## src/hdl/wlg_pkg.sv

```systemverilog
// shared constants, codes and state type of the waypoint lookahead guidance core
package wlg_pkg;

    // field widths
    localparam int COORD_W   = 32;
    localparam int NUM_AXES  = 3;
    localparam int AX_W      = 2;
    localparam int MAX_WP    = 16;
    localparam int WP_IDX_W  = $clog2(MAX_WP);
    localparam int CNT_W     = WP_IDX_W + 1;
    localparam int REG_W     = 31;
    localparam int QUAT_W    = 15;
    localparam int QUATZ_W   = QUAT_W + 1;

    // arithmetic unit widths
    localparam int MAG_W     = COORD_W;
    localparam int PROD_W    = 2 * MAG_W;
    localparam int SUM_W     = PROD_W + 2;
    localparam int ROOT_W    = SUM_W / 2;
    localparam int DIV_N_W   = PROD_W;
    localparam int DIV_D_W   = ROOT_W;
    localparam int HALF_SHIFT = 29;

    // stream widths
    localparam int S_TDATA_W = 104;
    localparam int S_TUSER_W = 2;
    localparam int M_TDATA_W = 232;
    localparam int CFG_IDX_W = 3;

    // input item kinds
    localparam logic [S_TUSER_W-1:0] MODE_LOAD = 2'd0;
    localparam logic [S_TUSER_W-1:0] MODE_POS  = 2'd1;
    localparam logic [S_TUSER_W-1:0] MODE_TICK = 2'd2;

    // register indexes
    localparam logic [CFG_IDX_W-1:0] CFG_ACCEPT_RADIUS  = 3'd0;
    localparam logic [CFG_IDX_W-1:0] CFG_LOOKAHEAD_DIST = 3'd1;
    localparam logic [CFG_IDX_W-1:0] CFG_CRUISE_SPEED   = 3'd2;
    localparam logic [CFG_IDX_W-1:0] CFG_HOLD_AT_END    = 3'd3;
    localparam logic [CFG_IDX_W-1:0] CFG_WAYPOINT_COUNT = 3'd4;

    // register reset values
    localparam logic [REG_W-1:0] ACCEPT_RST = 31'd32768;
    localparam logic [REG_W-1:0] LOOK_RST   = 31'd98304;
    localparam logic [REG_W-1:0] CRUISE_RST = 31'd65536;
    localparam logic [CNT_W-1:0] COUNT_RST  = 5'd1;

    // tick sequencer states
    typedef enum logic [4:0] {
        ST_IDLE,
        ST_DIFF,
        ST_SQ_GO,
        ST_SQ_WAIT,
        ST_RT_GO,
        ST_RT_WAIT,
        ST_ADV,
        ST_ZERO,
        ST_MUL_GO,
        ST_MUL_WAIT,
        ST_DIV_GO,
        ST_DIV_WAIT,
        ST_HDIFF,
        ST_HNORM,
        ST_HSQ_GO,
        ST_HSQ_WAIT,
        ST_HRT_GO,
        ST_HRT_WAIT,
        ST_HDIV_GO,
        ST_HDIV_WAIT,
        ST_HQ_GO,
        ST_HQ_WAIT,
        ST_OUT
    } state_t;

endpackage

```

## src/hdl/wlg_mul.sv

```systemverilog
// bit-serial unsigned shift-add multiplier
module wlg_mul import wlg_pkg::*; (
    input  logic              aclk,
    input  logic              aresetn,
    input  logic              start,
    input  logic [MAG_W-1:0]  op_a,
    input  logic [MAG_W-1:0]  op_b,
    output logic              done,
    output logic [PROD_W-1:0] prod
);

    localparam int MCNT_W = $clog2(MAG_W);

    logic [MAG_W-1:0]  a_reg;
    logic [PROD_W-1:0] prod_reg, prod_next;
    logic [MAG_W:0]    acc_sum;
    logic [MCNT_W-1:0] cnt_reg;
    logic              busy_reg, done_reg;

    // one multiplier bit per cycle, accumulate into the upper half
    always_comb begin
        acc_sum   = {1'b0, prod_reg[PROD_W-1:MAG_W]} + (prod_reg[0] ? {1'b0, a_reg} : '0);
        prod_next = {acc_sum, prod_reg[MAG_W-1:1]};
    end

    // iteration control
    always_ff @(posedge aclk) begin
        if (!aresetn) begin
            busy_reg <= 1'b0;
            done_reg <= 1'b0;
            cnt_reg  <= '0;
        end else begin
            done_reg <= busy_reg && (cnt_reg == '0);
            if (start) begin
                busy_reg <= 1'b1;
                cnt_reg  <= MCNT_W'(MAG_W - 1);
            end else if (busy_reg) begin
                if (cnt_reg == '0) begin
                    busy_reg <= 1'b0;
                end
                cnt_reg <= cnt_reg - 1'b1;
            end
        end
    end

    // operand and product shift register
    always_ff @(posedge aclk) begin
        if (start) begin
            a_reg    <= op_a;
            prod_reg <= {{MAG_W{1'b0}}, op_b};
        end else if (busy_reg) begin
            prod_reg <= prod_next;
        end
    end

    assign done = done_reg;
    assign prod = prod_reg;

endmodule

```

## src/hdl/wlg_div.sv

```systemverilog
// bit-serial restoring divider, one quotient bit per cycle
module wlg_div import wlg_pkg::*; (
    input  logic               aclk,
    input  logic               aresetn,
    input  logic               start,
    input  logic [DIV_N_W-1:0] op_n,
    input  logic [DIV_D_W-1:0] op_d,
    output logic               done,
    output logic [DIV_N_W-1:0] quot
);

    localparam int DCNT_W = $clog2(DIV_N_W);

    logic [DIV_N_W-1:0] n_reg, n_next;
    logic [DIV_D_W-1:0] d_reg;
    logic [DIV_D_W-1:0] rem_reg, rem_next;
    logic [DIV_D_W:0]   rem_sh;
    logic               ge;
    logic [DCNT_W-1:0]  cnt_reg;
    logic               busy_reg, done_reg;

    // shift in the next dividend bit, subtract when it fits
    always_comb begin
        rem_sh   = {rem_reg, n_reg[DIV_N_W-1]};
        ge       = rem_sh >= {1'b0, d_reg};
        rem_next = ge ? DIV_D_W'(rem_sh - {1'b0, d_reg}) : rem_sh[DIV_D_W-1:0];
        n_next   = {n_reg[DIV_N_W-2:0], ge};
    end

    // iteration control
    always_ff @(posedge aclk) begin
        if (!aresetn) begin
            busy_reg <= 1'b0;
            done_reg <= 1'b0;
            cnt_reg  <= '0;
        end else begin
            done_reg <= busy_reg && (cnt_reg == '0);
            if (start) begin
                busy_reg <= 1'b1;
                cnt_reg  <= DCNT_W'(DIV_N_W - 1);
            end else if (busy_reg) begin
                if (cnt_reg == '0) begin
                    busy_reg <= 1'b0;
                end
                cnt_reg <= cnt_reg - 1'b1;
            end
        end
    end

    // dividend/quotient shift register and partial remainder
    always_ff @(posedge aclk) begin
        if (start) begin
            n_reg   <= op_n;
            d_reg   <= op_d;
            rem_reg <= '0;
        end else if (busy_reg) begin
            n_reg   <= n_next;
            rem_reg <= rem_next;
        end
    end

    assign done = done_reg;
    assign quot = n_reg;

endmodule

```

## src/hdl/wlg_sqrt.sv

```systemverilog
// digit-serial integer square root, two radicand bits per cycle
module wlg_sqrt import wlg_pkg::*; (
    input  logic              aclk,
    input  logic              aresetn,
    input  logic              start,
    input  logic [SUM_W-1:0]  op_rad,
    output logic              done,
    output logic [ROOT_W-1:0] root
);

    localparam int REM_W  = ROOT_W + 2;
    localparam int SCNT_W = $clog2(ROOT_W);

    logic [SUM_W-1:0]  rad_reg;
    logic [REM_W-1:0]  rem_reg, rem_next;
    logic [REM_W+1:0]  rem_sh, trial;
    logic [ROOT_W-1:0] root_reg, root_next;
    logic              ge;
    logic [SCNT_W-1:0] cnt_reg;
    logic              busy_reg, done_reg;

    // bring down two bits, try root*4+1
    always_comb begin
        rem_sh    = {rem_reg, rad_reg[SUM_W-1:SUM_W-2]};
        trial     = {2'b00, root_reg, 2'b01};
        ge        = rem_sh >= trial;
        rem_next  = ge ? REM_W'(rem_sh - trial) : rem_sh[REM_W-1:0];
        root_next = {root_reg[ROOT_W-2:0], ge};
    end

    // iteration control
    always_ff @(posedge aclk) begin
        if (!aresetn) begin
            busy_reg <= 1'b0;
            done_reg <= 1'b0;
            cnt_reg  <= '0;
        end else begin
            done_reg <= busy_reg && (cnt_reg == '0);
            if (start) begin
                busy_reg <= 1'b1;
                cnt_reg  <= SCNT_W'(ROOT_W - 1);
            end else if (busy_reg) begin
                if (cnt_reg == '0) begin
                    busy_reg <= 1'b0;
                end
                cnt_reg <= cnt_reg - 1'b1;
            end
        end
    end

    // radicand shift register, remainder and root
    always_ff @(posedge aclk) begin
        if (start) begin
            rad_reg  <= op_rad;
            rem_reg  <= '0;
            root_reg <= '0;
        end else if (busy_reg) begin
            rad_reg  <= {rad_reg[SUM_W-3:0], 2'b00};
            rem_reg  <= rem_next;
            root_reg <= root_next;
        end
    end

    assign done = done_reg;
    assign root = root_reg;

endmodule

```

## src/hdl/waypoint_lookahead_guidance_core.sv

```systemverilog
// Lookahead waypoint follower: load and position items give no result, nor does a tick
// before any position. A guidance tick with a known position runs a sequencer over one
// bit-serial multiplier, one bit-serial divider and one two-bit-per-cycle square root:
// three squares, one root, six multiply/divide pairs for setpoint and velocity, a
// normalizing shift, two squares, one root and two divide/root pairs for the heading.
// A tick at zero distance skips the six pairs, and one that reaches the last waypoint
// without hold gives no result. Items are taken only while no tick is in progress; a
// finished result waits in the output register while new items are taken, and a tick
// that finishes while that register is still full waits for it to drain.
module waypoint_lookahead_guidance_core import wlg_pkg::*; (
    input  logic                  aclk,
    input  logic                  aresetn,
    // slot, coord_x, coord_y, coord_z from bit 0 up
    input  logic [S_TDATA_W-1:0]  s_tdata,
    // mode
    input  logic [S_TUSER_W-1:0]  s_tuser,
    input  logic                  s_tvalid,
    output logic                  s_tready,
    // set_x, set_y, set_z, feed_vx, feed_vy, feed_vz, quat_w, quat_z, active_index
    output logic [M_TDATA_W-1:0]  m_tdata,
    output logic                  m_tvalid,
    input  logic                  m_tready,
    input  logic                  cfg_valid,
    output logic                  cfg_ready,
    input  logic [CFG_IDX_W-1:0]  cfg_index,
    input  logic [REG_W-1:0]      cfg_data
);

    state_t state_reg, state_next;

    // configuration
    logic [REG_W-1:0] accept_reg, look_reg, cruise_reg;
    logic             hold_reg;
    logic [CNT_W-1:0] count_reg;

    // block state
    logic signed [COORD_W-1:0] wp_reg [MAX_WP][NUM_AXES];
    logic signed [COORD_W-1:0] pos_reg [NUM_AXES];
    logic                      known_reg;
    logic [WP_IDX_W-1:0]       tgt_reg;

    // tick scratch
    logic [MAG_W-1:0]          mag_reg [NUM_AXES];
    logic                      neg_reg [NUM_AXES];
    logic [SUM_W-1:0]          sum_reg;
    logic [ROOT_W-1:0]         dist_reg;
    logic [REG_W-1:0]          step_reg;
    logic [AX_W-1:0]           ax_reg;
    logic                      kind_reg;
    logic signed [COORD_W-1:0] set_reg [NUM_AXES];
    logic signed [COORD_W-1:0] vel_reg [NUM_AXES];
    logic [MAG_W-1:0]          hx_reg, hy_reg;
    logic                      exneg_reg, eyneg_reg;
    logic [MAG_W-1:0]          r_reg;
    logic [QUAT_W-1:0]         qw_reg, qz_reg;
    logic [M_TDATA_W-1:0]      out_data_reg;
    logic                      out_valid_reg;

    // arithmetic unit hookup
    logic               mul_start, div_start, sqrt_start;
    logic [MAG_W-1:0]   mul_a, mul_b;
    logic [DIV_N_W-1:0] div_n;
    logic [DIV_D_W-1:0] div_d;
    logic [SUM_W-1:0]   sqrt_rad;
    logic               mul_done, div_done, sqrt_done;
    logic [PROD_W-1:0]  mul_prod;
    logic [DIV_N_W-1:0] div_quot;
    logic [ROOT_W-1:0]  sqrt_root;

    // input fields
    logic [WP_IDX_W-1:0]       in_slot;
    logic signed [COORD_W-1:0] in_coord [NUM_AXES];
    logic                      s_fire, out_load;

    assign in_slot     = s_tdata[3:0];
    assign in_coord[0] = s_tdata[35:4];
    assign in_coord[1] = s_tdata[67:36];
    assign in_coord[2] = s_tdata[99:68];

    assign s_tready  = (state_reg == ST_IDLE);
    assign s_fire    = s_tvalid && s_tready;
    assign cfg_ready = 1'b1;
    assign out_load  = (state_reg == ST_OUT) && (!out_valid_reg || m_tready);

    // waypoint count limits and target clamp
    logic [CNT_W-1:0]    n_eff;
    logic [WP_IDX_W-1:0] tgt_clamped;
    logic                has_next, reached;

    always_comb begin
        if (count_reg == '0) begin
            n_eff = CNT_W'(1);
        end else if (count_reg > CNT_W'(MAX_WP)) begin
            n_eff = CNT_W'(MAX_WP);
        end else begin
            n_eff = count_reg;
        end
        tgt_clamped = ({1'b0, tgt_reg} >= n_eff) ? WP_IDX_W'(n_eff - 1'b1) : tgt_reg;
        has_next    = ({1'b0, tgt_reg} + CNT_W'(1)) < n_eff;
        reached     = dist_reg < {2'b00, accept_reg};
    end

    // offsets from vehicle to active waypoint
    logic signed [COORD_W:0] diff [NUM_AXES];
    logic [COORD_W:0]        diff_abs [NUM_AXES];

    always_comb begin
        for (int i = 0; i < NUM_AXES; i++) begin
            diff[i]     = {wp_reg[tgt_reg][i][COORD_W-1], wp_reg[tgt_reg][i]}
                        - {pos_reg[i][COORD_W-1], pos_reg[i]};
            diff_abs[i] = diff[i][COORD_W] ? -diff[i] : diff[i];
        end
    end

    // setpoint clamp and velocity saturation for the current axis
    logic signed [COORD_W+1:0] set_sum;
    logic [MAG_W+1:0]          step_ext;
    logic signed [COORD_W-1:0] set_sat, vel_sat;
    logic                      vel_big;

    always_comb begin
        step_ext = {2'b00, div_quot[MAG_W-1:0]};
        set_sum  = {{2{pos_reg[ax_reg][COORD_W-1]}}, pos_reg[ax_reg]}
                 + (neg_reg[ax_reg] ? -step_ext : step_ext);
        if (set_sum[COORD_W+1:COORD_W-1] == 3'b000 || set_sum[COORD_W+1:COORD_W-1] == 3'b111) begin
            set_sat = set_sum[COORD_W-1:0];
        end else if (set_sum[COORD_W+1]) begin
            set_sat = {1'b1, {(COORD_W-1){1'b0}}};
        end else begin
            set_sat = {1'b0, {(COORD_W-1){1'b1}}};
        end
        vel_big = |div_quot[DIV_N_W-1:COORD_W-1];
        if (neg_reg[ax_reg]) begin
            vel_sat = vel_big ? {1'b1, {(COORD_W-1){1'b0}}}
                              : -{1'b0, div_quot[COORD_W-2:0]};
        end else begin
            vel_sat = vel_big ? {1'b0, {(COORD_W-1){1'b1}}}
                              : {1'b0, div_quot[COORD_W-2:0]};
        end
    end

    // heading offset and normalization
    logic signed [COORD_W:0] ex, ey;
    logic [COORD_W:0]        ex_abs, ey_abs;
    logic [MAG_W-1:0]        big;
    logic                    in_range, h_plus;
    logic [MAG_W:0]          half_c;
    logic [QUAT_W-1:0]       q_sat;
    logic [QUATZ_W-1:0]      qz_signed;

    always_comb begin
        ex       = {set_reg[0][COORD_W-1], set_reg[0]} - {pos_reg[0][COORD_W-1], pos_reg[0]};
        ey       = {set_reg[1][COORD_W-1], set_reg[1]} - {pos_reg[1][COORD_W-1], pos_reg[1]};
        ex_abs   = ex[COORD_W] ? -ex : ex;
        ey_abs   = ey[COORD_W] ? -ey : ey;
        big      = (hx_reg > hy_reg) ? hx_reg : hy_reg;
        in_range = !big[MAG_W-1] && big[MAG_W-2];
        h_plus   = !kind_reg ^ exneg_reg;
        half_c   = h_plus ? ({1'b0, r_reg} + {1'b0, hx_reg}) : ({1'b0, r_reg} - {1'b0, hx_reg});
        q_sat    = (|sqrt_root[ROOT_W-1:QUAT_W]) ? {QUAT_W{1'b1}} : sqrt_root[QUAT_W-1:0];
        qz_signed = eyneg_reg ? QUATZ_W'(-{1'b0, qz_reg}) : {1'b0, qz_reg};
    end

    // next state
    always_comb begin
        state_next = state_reg;
        case (state_reg)
            ST_IDLE: begin
                if (s_fire && s_tuser == MODE_TICK && known_reg) state_next = ST_DIFF;
            end
            ST_DIFF:     state_next = ST_SQ_GO;
            ST_SQ_GO:    state_next = ST_SQ_WAIT;
            ST_SQ_WAIT: begin
                if (mul_done) state_next = (ax_reg == AX_W'(NUM_AXES - 1)) ? ST_RT_GO : ST_SQ_GO;
            end
            ST_RT_GO:    state_next = ST_RT_WAIT;
            ST_RT_WAIT: begin
                if (sqrt_done) state_next = ST_ADV;
            end
            ST_ADV: begin
                if (reached && !has_next && !hold_reg) begin
                    state_next = ST_IDLE;
                end else if (dist_reg == '0) begin
                    state_next = ST_ZERO;
                end else begin
                    state_next = ST_MUL_GO;
                end
            end
            ST_ZERO:     state_next = ST_HDIFF;
            ST_MUL_GO:   state_next = ST_MUL_WAIT;
            ST_MUL_WAIT: begin
                if (mul_done) state_next = ST_DIV_GO;
            end
            ST_DIV_GO:   state_next = ST_DIV_WAIT;
            ST_DIV_WAIT: begin
                if (div_done) begin
                    state_next = (ax_reg == AX_W'(NUM_AXES - 1) && kind_reg) ? ST_HDIFF
                                                                            : ST_MUL_GO;
                end
            end
            ST_HDIFF: begin
                state_next = (ex == '0 && ey == '0) ? ST_OUT : ST_HNORM;
            end
            ST_HNORM: begin
                if (in_range) state_next = ST_HSQ_GO;
            end
            ST_HSQ_GO:   state_next = ST_HSQ_WAIT;
            ST_HSQ_WAIT: begin
                if (mul_done) state_next = (ax_reg == AX_W'(1)) ? ST_HRT_GO : ST_HSQ_GO;
            end
            ST_HRT_GO:   state_next = ST_HRT_WAIT;
            ST_HRT_WAIT: begin
                if (sqrt_done) state_next = ST_HDIV_GO;
            end
            ST_HDIV_GO:  state_next = ST_HDIV_WAIT;
            ST_HDIV_WAIT: begin
                if (div_done) state_next = ST_HQ_GO;
            end
            ST_HQ_GO:    state_next = ST_HQ_WAIT;
            ST_HQ_WAIT: begin
                if (sqrt_done) state_next = kind_reg ? ST_OUT : ST_HDIV_GO;
            end
            ST_OUT: begin
                if (out_load) state_next = ST_IDLE;
            end
            default:     state_next = ST_IDLE;
        endcase
    end

    // unit starts and operand selection
    always_comb begin
        mul_start  = 1'b0;
        div_start  = 1'b0;
        sqrt_start = 1'b0;
        mul_a      = mag_reg[ax_reg];
        mul_b      = mag_reg[ax_reg];
        div_n      = mul_prod + {{(DIV_N_W-ROOT_W+1){1'b0}}, dist_reg[ROOT_W-1:1]};
        div_d      = dist_reg;
        sqrt_rad   = sum_reg;
        case (state_reg)
            ST_SQ_GO: begin
                mul_start = 1'b1;
            end
            ST_RT_GO: begin
                sqrt_start = 1'b1;
            end
            ST_MUL_GO: begin
                mul_start = 1'b1;
                mul_b     = kind_reg ? {1'b0, cruise_reg} : {1'b0, step_reg};
            end
            ST_DIV_GO: begin
                div_start = 1'b1;
            end
            ST_HSQ_GO: begin
                mul_start = 1'b1;
                mul_a     = (ax_reg == '0) ? hx_reg : hy_reg;
                mul_b     = (ax_reg == '0) ? hx_reg : hy_reg;
            end
            ST_HRT_GO: begin
                sqrt_start = 1'b1;
            end
            ST_HDIV_GO: begin
                div_start = 1'b1;
                div_n     = {2'b00, half_c, {HALF_SHIFT{1'b0}}};
                div_d     = {1'b0, r_reg};
            end
            ST_HQ_GO: begin
                sqrt_start = 1'b1;
                sqrt_rad   = {2'b00, div_quot};
            end
            default: begin
                mul_start = 1'b0;
            end
        endcase
    end

    // control state, configuration and item handling
    always_ff @(posedge aclk) begin
        if (!aresetn) begin
            state_reg     <= ST_IDLE;
            accept_reg    <= ACCEPT_RST;
            look_reg      <= LOOK_RST;
            cruise_reg    <= CRUISE_RST;
            hold_reg      <= 1'b1;
            count_reg     <= COUNT_RST;
            known_reg     <= 1'b0;
            tgt_reg       <= '0;
            ax_reg        <= '0;
            kind_reg      <= 1'b0;
            out_valid_reg <= 1'b0;
            for (int i = 0; i < NUM_AXES; i++) pos_reg[i] <= '0;
        end else begin
            state_reg <= state_next;
            // register writes
            if (cfg_valid && cfg_ready) begin
                case (cfg_index)
                    CFG_ACCEPT_RADIUS:  accept_reg <= cfg_data;
                    CFG_LOOKAHEAD_DIST: look_reg   <= cfg_data;
                    CFG_CRUISE_SPEED:   cruise_reg <= cfg_data;
                    CFG_HOLD_AT_END:    hold_reg   <= cfg_data[0];
                    CFG_WAYPOINT_COUNT: count_reg  <= cfg_data[CNT_W-1:0];
                    default: ;
                endcase
            end
            // position update and tick target clamp
            if (s_fire && s_tuser == MODE_POS) begin
                for (int i = 0; i < NUM_AXES; i++) pos_reg[i] <= in_coord[i];
                known_reg <= 1'b1;
            end
            if (s_fire && s_tuser == MODE_TICK && known_reg) begin
                tgt_reg <= tgt_clamped;
            end
            // waypoint advance
            if (state_reg == ST_ADV && reached && has_next) begin
                tgt_reg <= tgt_reg + 1'b1;
            end
            // loop counters
            case (state_reg)
                ST_SQ_WAIT: begin
                    if (mul_done) begin
                        ax_reg <= (ax_reg == AX_W'(NUM_AXES - 1)) ? '0 : ax_reg + 1'b1;
                    end
                end
                ST_DIV_WAIT: begin
                    if (div_done) begin
                        if (kind_reg) begin
                            kind_reg <= 1'b0;
                            ax_reg   <= (ax_reg == AX_W'(NUM_AXES - 1)) ? '0 : ax_reg + 1'b1;
                        end else begin
                            kind_reg <= 1'b1;
                        end
                    end
                end
                ST_HSQ_WAIT: begin
                    if (mul_done) ax_reg <= (ax_reg == AX_W'(1)) ? '0 : ax_reg + 1'b1;
                end
                ST_HQ_WAIT: begin
                    if (sqrt_done) kind_reg <= !kind_reg;
                end
                default: ;
            endcase
            // result register handshake
            if (out_load) begin
                out_valid_reg <= 1'b1;
            end else if (m_tready) begin
                out_valid_reg <= 1'b0;
            end
        end
    end

    // waypoint table writes
    always_ff @(posedge aclk) begin
        if (s_fire && s_tuser == MODE_LOAD) begin
            for (int i = 0; i < NUM_AXES; i++) wp_reg[in_slot][i] <= in_coord[i];
        end
    end

    // tick datapath
    always_ff @(posedge aclk) begin
        case (state_reg)
            ST_DIFF: begin
                for (int i = 0; i < NUM_AXES; i++) begin
                    mag_reg[i] <= diff_abs[i][MAG_W-1:0];
                    neg_reg[i] <= diff[i][COORD_W];
                end
                sum_reg <= '0;
            end
            ST_SQ_WAIT, ST_HSQ_WAIT: begin
                if (mul_done) sum_reg <= sum_reg + {2'b00, mul_prod};
            end
            ST_RT_WAIT: begin
                if (sqrt_done) dist_reg <= sqrt_root;
            end
            ST_ADV: begin
                step_reg <= ({2'b00, look_reg} < dist_reg) ? look_reg : dist_reg[REG_W-1:0];
            end
            ST_ZERO: begin
                for (int i = 0; i < NUM_AXES; i++) begin
                    set_reg[i] <= wp_reg[tgt_reg][i];
                    vel_reg[i] <= '0;
                end
            end
            ST_DIV_WAIT: begin
                if (div_done) begin
                    if (kind_reg) begin
                        vel_reg[ax_reg] <= vel_sat;
                    end else begin
                        set_reg[ax_reg] <= set_sat;
                    end
                end
            end
            ST_HDIFF: begin
                hx_reg    <= ex_abs[MAG_W-1:0];
                hy_reg    <= ey_abs[MAG_W-1:0];
                exneg_reg <= ex[COORD_W];
                eyneg_reg <= ey[COORD_W];
                qw_reg    <= {QUAT_W{1'b1}};
                qz_reg    <= '0;
                sum_reg   <= '0;
            end
            ST_HNORM: begin
                if (big[MAG_W-1]) begin
                    hx_reg <= {1'b0, hx_reg[MAG_W-1:1]};
                    hy_reg <= {1'b0, hy_reg[MAG_W-1:1]};
                end else if (!big[MAG_W-2]) begin
                    hx_reg <= {hx_reg[MAG_W-2:0], 1'b0};
                    hy_reg <= {hy_reg[MAG_W-2:0], 1'b0};
                end
            end
            ST_HRT_WAIT: begin
                if (sqrt_done) r_reg <= sqrt_root[MAG_W-1:0];
            end
            ST_HQ_WAIT: begin
                if (sqrt_done) begin
                    if (kind_reg) begin
                        qz_reg <= q_sat;
                    end else begin
                        qw_reg <= q_sat;
                    end
                end
            end
            ST_OUT: begin
                if (out_load) begin
                    out_data_reg <= {5'b00000, tgt_reg, qz_signed, qw_reg,
                                     vel_reg[2], vel_reg[1], vel_reg[0],
                                     set_reg[2], set_reg[1], set_reg[0]};
                end
            end
            default: ;
        endcase
    end

    assign m_tdata  = out_data_reg;
    assign m_tvalid = out_valid_reg;

    // shared arithmetic units
    wlg_mul u_mul (
        .aclk    (aclk),
        .aresetn (aresetn),
        .start   (mul_start),
        .op_a    (mul_a),
        .op_b    (mul_b),
        .done    (mul_done),
        .prod    (mul_prod)
    );

    wlg_div u_div (
        .aclk    (aclk),
        .aresetn (aresetn),
        .start   (div_start),
        .op_n    (div_n),
        .op_d    (div_d),
        .done    (div_done),
        .quot    (div_quot)
    );

    wlg_sqrt u_sqrt (
        .aclk    (aclk),
        .aresetn (aresetn),
        .start   (sqrt_start),
        .op_rad  (sqrt_rad),
        .done    (sqrt_done),
        .root    (sqrt_root)
    );

`ifndef NO_ASSERTIONS
    // only one arithmetic unit is launched at a time
    a_one_start: assert property (@(posedge aclk) disable iff (!aresetn)
        $onehot0({mul_start, div_start, sqrt_start}))
        else $error("more than one arithmetic unit started");

    // a multiplier completion is only seen while the sequencer waits for it
    a_mul_done_wait: assert property (@(posedge aclk) disable iff (!aresetn)
        mul_done |-> (state_reg == ST_SQ_WAIT || state_reg == ST_MUL_WAIT
                      || state_reg == ST_HSQ_WAIT))
        else $error("multiplier finished outside a wait state");

    // a divider completion is only seen while the sequencer waits for it
    a_div_done_wait: assert property (@(posedge aclk) disable iff (!aresetn)
        div_done |-> (state_reg == ST_DIV_WAIT || state_reg == ST_HDIV_WAIT))
        else $error("divider finished outside a wait state");

    // the active waypoint lies inside the table in use once a tick starts
    a_tgt_in_range: assert property (@(posedge aclk) disable iff (!aresetn)
        (state_reg == ST_DIFF) |-> ({1'b0, tgt_reg} < n_eff))
        else $error("active waypoint beyond waypoint count");

    // a loaded result is presented on the next cycle
    a_out_loaded: assert property (@(posedge aclk) disable iff (!aresetn)
        out_load |=> out_valid_reg)
        else $error("result load did not raise valid");
`endif

endmodule

```

## config.mk

```make
export PLATFORM = sky130hd
export DESIGN_NAME = waypoint_lookahead_guidance_core
export DESIGN_NICKNAME = d
export VERILOG_FILES = /design/src/hdl/wlg_pkg.sv /design/src/hdl/wlg_mul.sv /design/src/hdl/wlg_div.sv /design/src/hdl/wlg_sqrt.sv /design/src/hdl/waypoint_lookahead_guidance_core.sv
export SDC_FILE = /design/constraint.sdc
export NUM_CORES = 2
export LEC_CHECK = 0
export BUFFER_PORTS_ARGS = -buffer_cell sky130_fd_sc_hd__buf_4
export CAP_MARGIN = 20
export CELL_PAD_IN_SITES_DETAIL_PLACEMENT = 2
export CELL_PAD_IN_SITES_GLOBAL_PLACEMENT = 2
export CORE_MARGIN = 10
export CORE_UTILIZATION = 40
export CTS_CLUSTER_SIZE = 30
export DETAILED_ROUTE_END_ITERATION = 8
export GPL_TIMING_DRIVEN = 0
export PLACE_DENSITY_LB_ADDON = 0.05
export SLEW_MARGIN = 40
export SYNTH_ARGS = -nofsm -noshare
export SYNTH_HDL_FRONTEND = slang
export SYNTH_SLANG_ARGS = --single-unit
```

## constraint.sdc

```tcl
create_clock -name aclk -period 80.7 [get_ports aclk]
set_input_delay 16.14 -clock aclk [delete_from_list [all_inputs] [get_ports aclk]]
set_output_delay 16.14 -clock aclk [all_outputs]
set_load 0.03 [all_outputs]
```

After elaboration in Yosys (flattened, before gate mapping)

Memory sizes are Yosys's and may differ from the RTL's. A register that Yosys moved wholly into a read port is not among the register bits.
Index checks and enable logic that the tools add are counted.
W data, S select, Z words.

Flip-flop bits (word level): 981
Bits in latches: 0
RAM bits: 1923
ROM bits: 0
Input port bits: 145
Output and inout bits: 235
Word-level logic and storage cells: 344
Memories kept: 6

Add/subtract/negate cells: 28
$mul: 0
Divide/modulo/power cells: 0
Magnitude comparators: 8
Equal/unequal tests: 47
Shift operators: 0
Mux-type cells: 135
Bitwise logic cells: 5
Reduce and logical (&&, ||, !) cells: 72

Memory list:

| memory  | depth | width | rd ports | clocked after memory_dff | wr ports | RTL line                               | source |
|---|---|---|---|---|---|---|---|
| wp_reg  | 16    | 96    | 1        | 1                        | 1        | waypoint_lookahead_guidance_core.sv:37 | `logic signed [COORD_W-1:0] wp_reg [MAX_WP][NUM_AXES];` |
| mag_reg | 3     | 32    | 1        | 1                        | 3        | waypoint_lookahead_guidance_core.sv:43 | `logic [MAG_W-1:0] mag_reg [NUM_AXES];` |
| pos_reg | 3     | 32    | 4        | 1                        | 3        | waypoint_lookahead_guidance_core.sv:38 | `logic signed [COORD_W-1:0] pos_reg [NUM_AXES];` |
| set_reg | 3     | 32    | 3        | 1                        | 3        | waypoint_lookahead_guidance_core.sv:50 | `logic signed [COORD_W-1:0] set_reg [NUM_AXES];` |
| vel_reg | 3     | 32    | 3        | 3                        | 3        | waypoint_lookahead_guidance_core.sv:51 | `logic signed [COORD_W-1:0] vel_reg [NUM_AXES];` |
| neg_reg | 3     | 1     | 1        | 1                        | 3        | waypoint_lookahead_guidance_core.sv:44 | `logic neg_reg [NUM_AXES];` |

Operators by type and width:

| operator             | count |
|---|---|
| $mux W32             | 25 |
| $mux W66             | 4 |
| $sub A32 B32 Y33     | 6 |
| $mux W64             | 3 |
| $pmux W32 S2         | 3 |
| $neg A32 Y32         | 5 |
| $pmux W66 S2         | 1 |
| $pmux W5 S23         | 1 |
| $logic_not A33 Y1    | 3 |
| $mux W31             | 3 |
| $mux W15             | 6 |
| $mux W5              | 17 |
| $add A32 B32 Y33     | 2 |
| $add A66 B64 Y66     | 1 |
| $mux W33             | 2 |
| $add A64 B32 Y64     | 1 |
| $reduce_or A32 Y1    | 2 |
| $pmux W15 S2         | 2 |
| $eq A5 B4 Y1 const B | 8 |
| $ge A37 B35 Y1       | 1 |
| $mux W1              | 36 |
| $eq A5 B5 Y1 const B | 7 |
| $mux W35             | 1 |
| $sub A35 B35 Y35     | 1 |
| other kinds (56)     | 154 |

Logic depth before layout (Yosys ltp)

Word-level depth: 9
Gate-level depth with buffers: 26
Depth with buffers taken out: 22

Hierarchy

Synthesis repeated with hierarchy kept, for this count alone.

Cells, all modules: 11126
Area total of the unflattened synthesis: 144830.2 sq um

Modules (own cells, without submodules):

| module                           | instances | cells each | area an instance (sq um) | sequential area each (sq um) |
|---|---|---|---|---|
| waypoint_lookahead_guidance_core | 1         | 9128       | 123761.2                 | 74691.6 |
| wlg_sqrt                         | 1         | 790        | 7906.3                   | 3503.4 |
| wlg_div                          | 1         | 694        | 7552.2                   | 3733.6 |
| wlg_mul                          | 1         | 514        | 5610.4                   | 2702.6 |

Worst setup path after synthesis

Ideal clock, no wire load.

Kind: input-to-reg
Start point: input m_tready
End point: register out_data_reg[0] (netlist: m_tdata[0]) (read register of set_reg) (enable)
Library setup time: 1.369 ns
Arrival time: 37.498 ns
Data required time: 79.331 ns
Path slack: 41.834 ns
Stages: 2
Buffers on the path: 0
Cell sequence: nor2b_1 > nor4_1

Word-level cells in the longest chain between the ends: 3

Ends and longest elaborated chain:

| element                            | RTL line                               | source |
|---|---|---|
| start, declared                    | waypoint_lookahead_guidance_core.sv:22 | `input logic m_tready,` |
| $logic_or A1 B1 Y1                 | waypoint_lookahead_guidance_core.sv:83 | `assign out_load = (state_reg == ST_OUT) && (!out_valid_reg \|\| m_tready);` |
| $logic_and A1 B1 Y1                | waypoint_lookahead_guidance_core.sv:83 |  |
| net out_load                       | waypoint_lookahead_guidance_core.sv:73 | `logic s_fire, out_load;` |
| $reduce_and A2 Y1 (no source line) | --                                     |  |
| end, declared                      | waypoint_lookahead_guidance_core.sv:56 | `logic [M_TDATA_W-1:0] out_data_reg;` |

The timed path passes the listed nets, and every way through them passes these cells.
A chain may end at the register's enable or synchronous reset.

Worst setup path after layout

Start point: input s_tuser[0]
End point: memory wp_reg[1][55] (netlist name) (enable)

Word-level cells in the longest chain between the ends: 4

Ends and longest elaborated chain:

| element                       | RTL line                                | source |
|---|---|---|
| start, declared               | waypoint_lookahead_guidance_core.sv:16  | `input logic [S_TUSER_W-1:0] s_tuser,` |
| $logic_not A2 Y1              | waypoint_lookahead_guidance_core.sv:353 | `if (s_fire && s_tuser == MODE_LOAD) begin` |
| $logic_and A1 B1 Y1           | waypoint_lookahead_guidance_core.sv:353 |  |
| $mux W1                       | waypoint_lookahead_guidance_core.sv:353 |  |
| $mux W1 (implied by the code) | waypoint_lookahead_guidance_core.sv:354 | `for (int i = 0; i < NUM_AXES; i++) wp_reg[in_slot][i] <= in_coord[i];` |
| end, declared                 | waypoint_lookahead_guidance_core.sv:37  |  |

Every way passes these cells.

==> impl_results.md <==
* WP data required at 81.34 ns
* Final setup viols at 0
* Crit path top cell by count: buf_4
* TritonCTS clock tree: built
* Post-CTS setup buffers at 0
* Post-synthesis sequential area ratio at 59.02%
* CTS Root Cell: clkbuf_16
* Multi-input gate area in the final layout at 55970 um^2
* Crit-path max cell delay at 0.42 ns
* RSZ-0062 raised after global routing: false
* Clk_lat worst skew at 1.00 ns
* Synth cell types at 104
* Most common cell after layout, fill and taps aside: edfxtp_1
* Slowest CP cell: nand3b_1
* Max-slew violations at 0
* Family with the most delay on the worst path: buffers and inverters
* IO Pins at 380
* Fillers at 34700
* Initial Util at 40.23%
* Setup slack at placement at 59.74 ns
* Clock Pin Slew Worst Setup and Hold Paths at 0.06 ns
* 1st-pass router iterations at 5
* 1st-iter DRT viols at 9549
* DIE AREA at 382900 um^2
* Hold Vio Cnt, Final at 0
* Final setup margin at 60.66 ns
* Fmax at 49.91 MHz
* Die height at 618.8 um
* EDFF count, synth at 2635
* Share of cells above drive strength 1 at 16.39%
* FF/Latch Area at 84650 um^2
* Post-Syn Area at 143400 um^2
* Tmin final at 20.04 ns
* WP buf/inv at 14
* Vias in the first global route at 111600
* FP Rows at 219
* Routed WL per cell at 37.05 um
* Total of max-cap violations at 0
* Lkg Pwr at 58.98 nW
* Commonest non-fill, non-tap cells in the layout: 2635 x edfxtp_1, 975 x nand2_1, 689 x nor2_1
* FF+latch count, synth at 2910
* Port bufs at 369
* Hold crit path type: reg -> reg
* Synth warn at 0
* CP max FO at 6
* Post-CTS Resized at 0
* Critical path arrival at 20.68 ns
* Normalized max-slew margin at 34.07%
* Max clock buf depth at 4
* Max FFs per register at 1536
* Largest net degree at the start of global routing at 44
* GPL Wtd Cong at 0.9393
* Critical path cell sequence: buf_4 -> nor2b_1 -> nor3b_1 -> nand3b_1 -> nor3_2 -> buf_4 -> buf_4 -> buf_4 -> buf_4 -> buf_4 -> buf_2 -> buf_2 -> buf_2 -> buf_2 -> buf_4 -> buf_4 -> buf_2 -> buf_4
* Htree depth at 5
* Primary FF master, synth: edfxtp_1
* DR vias/cell at 6.087
* Avg Inst Size Synth at 12.92 um^2
* Asr flop ratio synth at 0%
* Status: finished, final reports clean
* Grt total ovfl at 0
* Die W at 618.8 um
* Num CTS Buffers at 334
* All-Layer GR Usage at 32.28%
* Placeable Area at 356500 um^2
* Worst Tran Pin Value at 0.9823 ns
* Vias at 104500
* Setup CP Type: in -> reg
* Max VDD drop at 0.02376 mV
* Period utilization at 24.83%
* Critical Path Start Type: input pin
* # hold bufs at CTS at 0
* DRC at 0
* Sink Count at 2910
* Clock skew at 0.09340 ns
* Post-DRT Antenna Nets at 0
* Synth Instances at 11100
* Total detailed-routing wirelength at 636100 um
* Hpwl dp at 491600 um
* First-pass GRT wire length at 884700 um
* PwrDens at 24.34 nW/um^2
* Setup TNS at 0 ns
* Setup crit end kind: flip-flop
* Final net count at 12800
* Area grow syn2layout at 17.07%
* Initial antenna violation count at 60
==> worst register-to-register path, cell delays in order (launching register included) <==
cell and delay [ns]:
edfxtp_1 0.68, inv_1 0.20, ha_1 0.30, or3b_1 0.47, or3_1 0.46, or3_1 0.38, clkbuf_1 0.22, or3_1 0.40
clkbuf_1 0.21, nor3_1 0.25, nor2_1 0.10, xor2_1 0.44, ha_1 0.40, a21o_1 0.22, a21o_1 0.18, a211o_1 0.39
a221oi_1 0.66, o21ai_1 0.47, o21ai_1 0.42, o21ai_0 0.18, a211oi_2 0.52, o21ai_1 0.51, clkbuf_2 0.44, a21oi_2 0.79
o21ai_0 0.51
==> Yosys cell counts (164+ instances only) <==
| cell | number | area share (%) |
|---|---|---|
| xor2_1 | 219 | 1.3 |
| o21ai_0 | 629 | 2.2 |
| a21oi_1 | 706 | 2.5 |
| dfxtp_1 | 275 | 3.8 |
| mux2i_1 | 289 | 2.0 |
| a21o_1 | 219 | 1.1 |
| xnor2_1 | 360 | 2.2 |
| nand2_1 | 985 | 2.6 |
| clkbuf_1 | 450 | 1.2 |
| nor2_1 | 704 | 1.8 |
| ha_1 | 540 | 4.7 |
| nor3_1 | 164 | 0.57 |
| mux4_2 | 478 | 7.5 |
| edfxtp_1 | 2635 | 55 |
| inv_1 | 437 | 1.1 |
==> kinds of logic after synthesis <==
family,after synthesis,share of synthesized area [%]
flops,2910,59.02
xor+xnor,580,3.552
buf+inv,970,2.555
compound gates,2480,10.91
simple gates,2798,9.237
other cells,2,0.005237
mux,810,9.862
fa+ha+maj,551,4.865
==> final timing paths <==
check | from | to | slack [ns] | cells after the start
worst max register to register | u_div.quot[0] | set_reg[2][26] | 70.58 | 24
worst max-delay path | s_tuser[0] | wp_reg[1][55] | 60.66 | 18
worst min register to register | vel_reg[1][10] | m_tdata[138] | 0.42 | 0
worst min-delay path | vel_reg[1][10] | m_tdata[138] | 0.42 | 0
==> metal layers <==
metal	GRT usage, %	wire [um]	part of all wire, %	up-vias
met5	0	115	0.018	-
met4	22.53	54700	8.6	18
met3	3.698	31580	5.0	1265
met2	55.13	311600	49	3903
met1	38.11	238100	37	54900
li1	-	-	-	44410
==> layout make-up <==
cell class | instances | share of cell area [%]
Buffer | 529 | 1.295
Antenna cell | 30 | 0.04472
Tap cell | 4751 | 3.541
Multi-Input combinational cell | 7225 | 33.34
Sequential cell | 2910 | 50.42
Inverter | 441 | 0.9860
Clock inverter | 197 | 1.273
Timing Repair Buffer | 662 | 3.826
Clock buffer | 422 | 5.273
==> per-stage QoR <==
step	area, um^2	hold WS, ns	cells	total power, mW	util, %
6_report	167900	0.4189	17170	4.086	47.09
5_1_grt	167800	0.4203	17150	4.205	47.08
4_1_cts	167700	0.4149	17130	4.092	47.03
3_5_place_dp	156700	0.4052	16510	2.528	43.95
3_3_place_gp	152100	0.4007	16230	2.476	42.67
2_1_floorplan	143400	0.4003	11110	2.178	-
==> where the power goes <==
part | total [mW] | internal (mW) | switching [mW]
clock network | 1.57 | 0.887 | 0.681
logic | 0.748 | 0.230 | 0.518
registers | 1.77 | 1.71 | 0.0554
(Power assumes the default switching activity.)
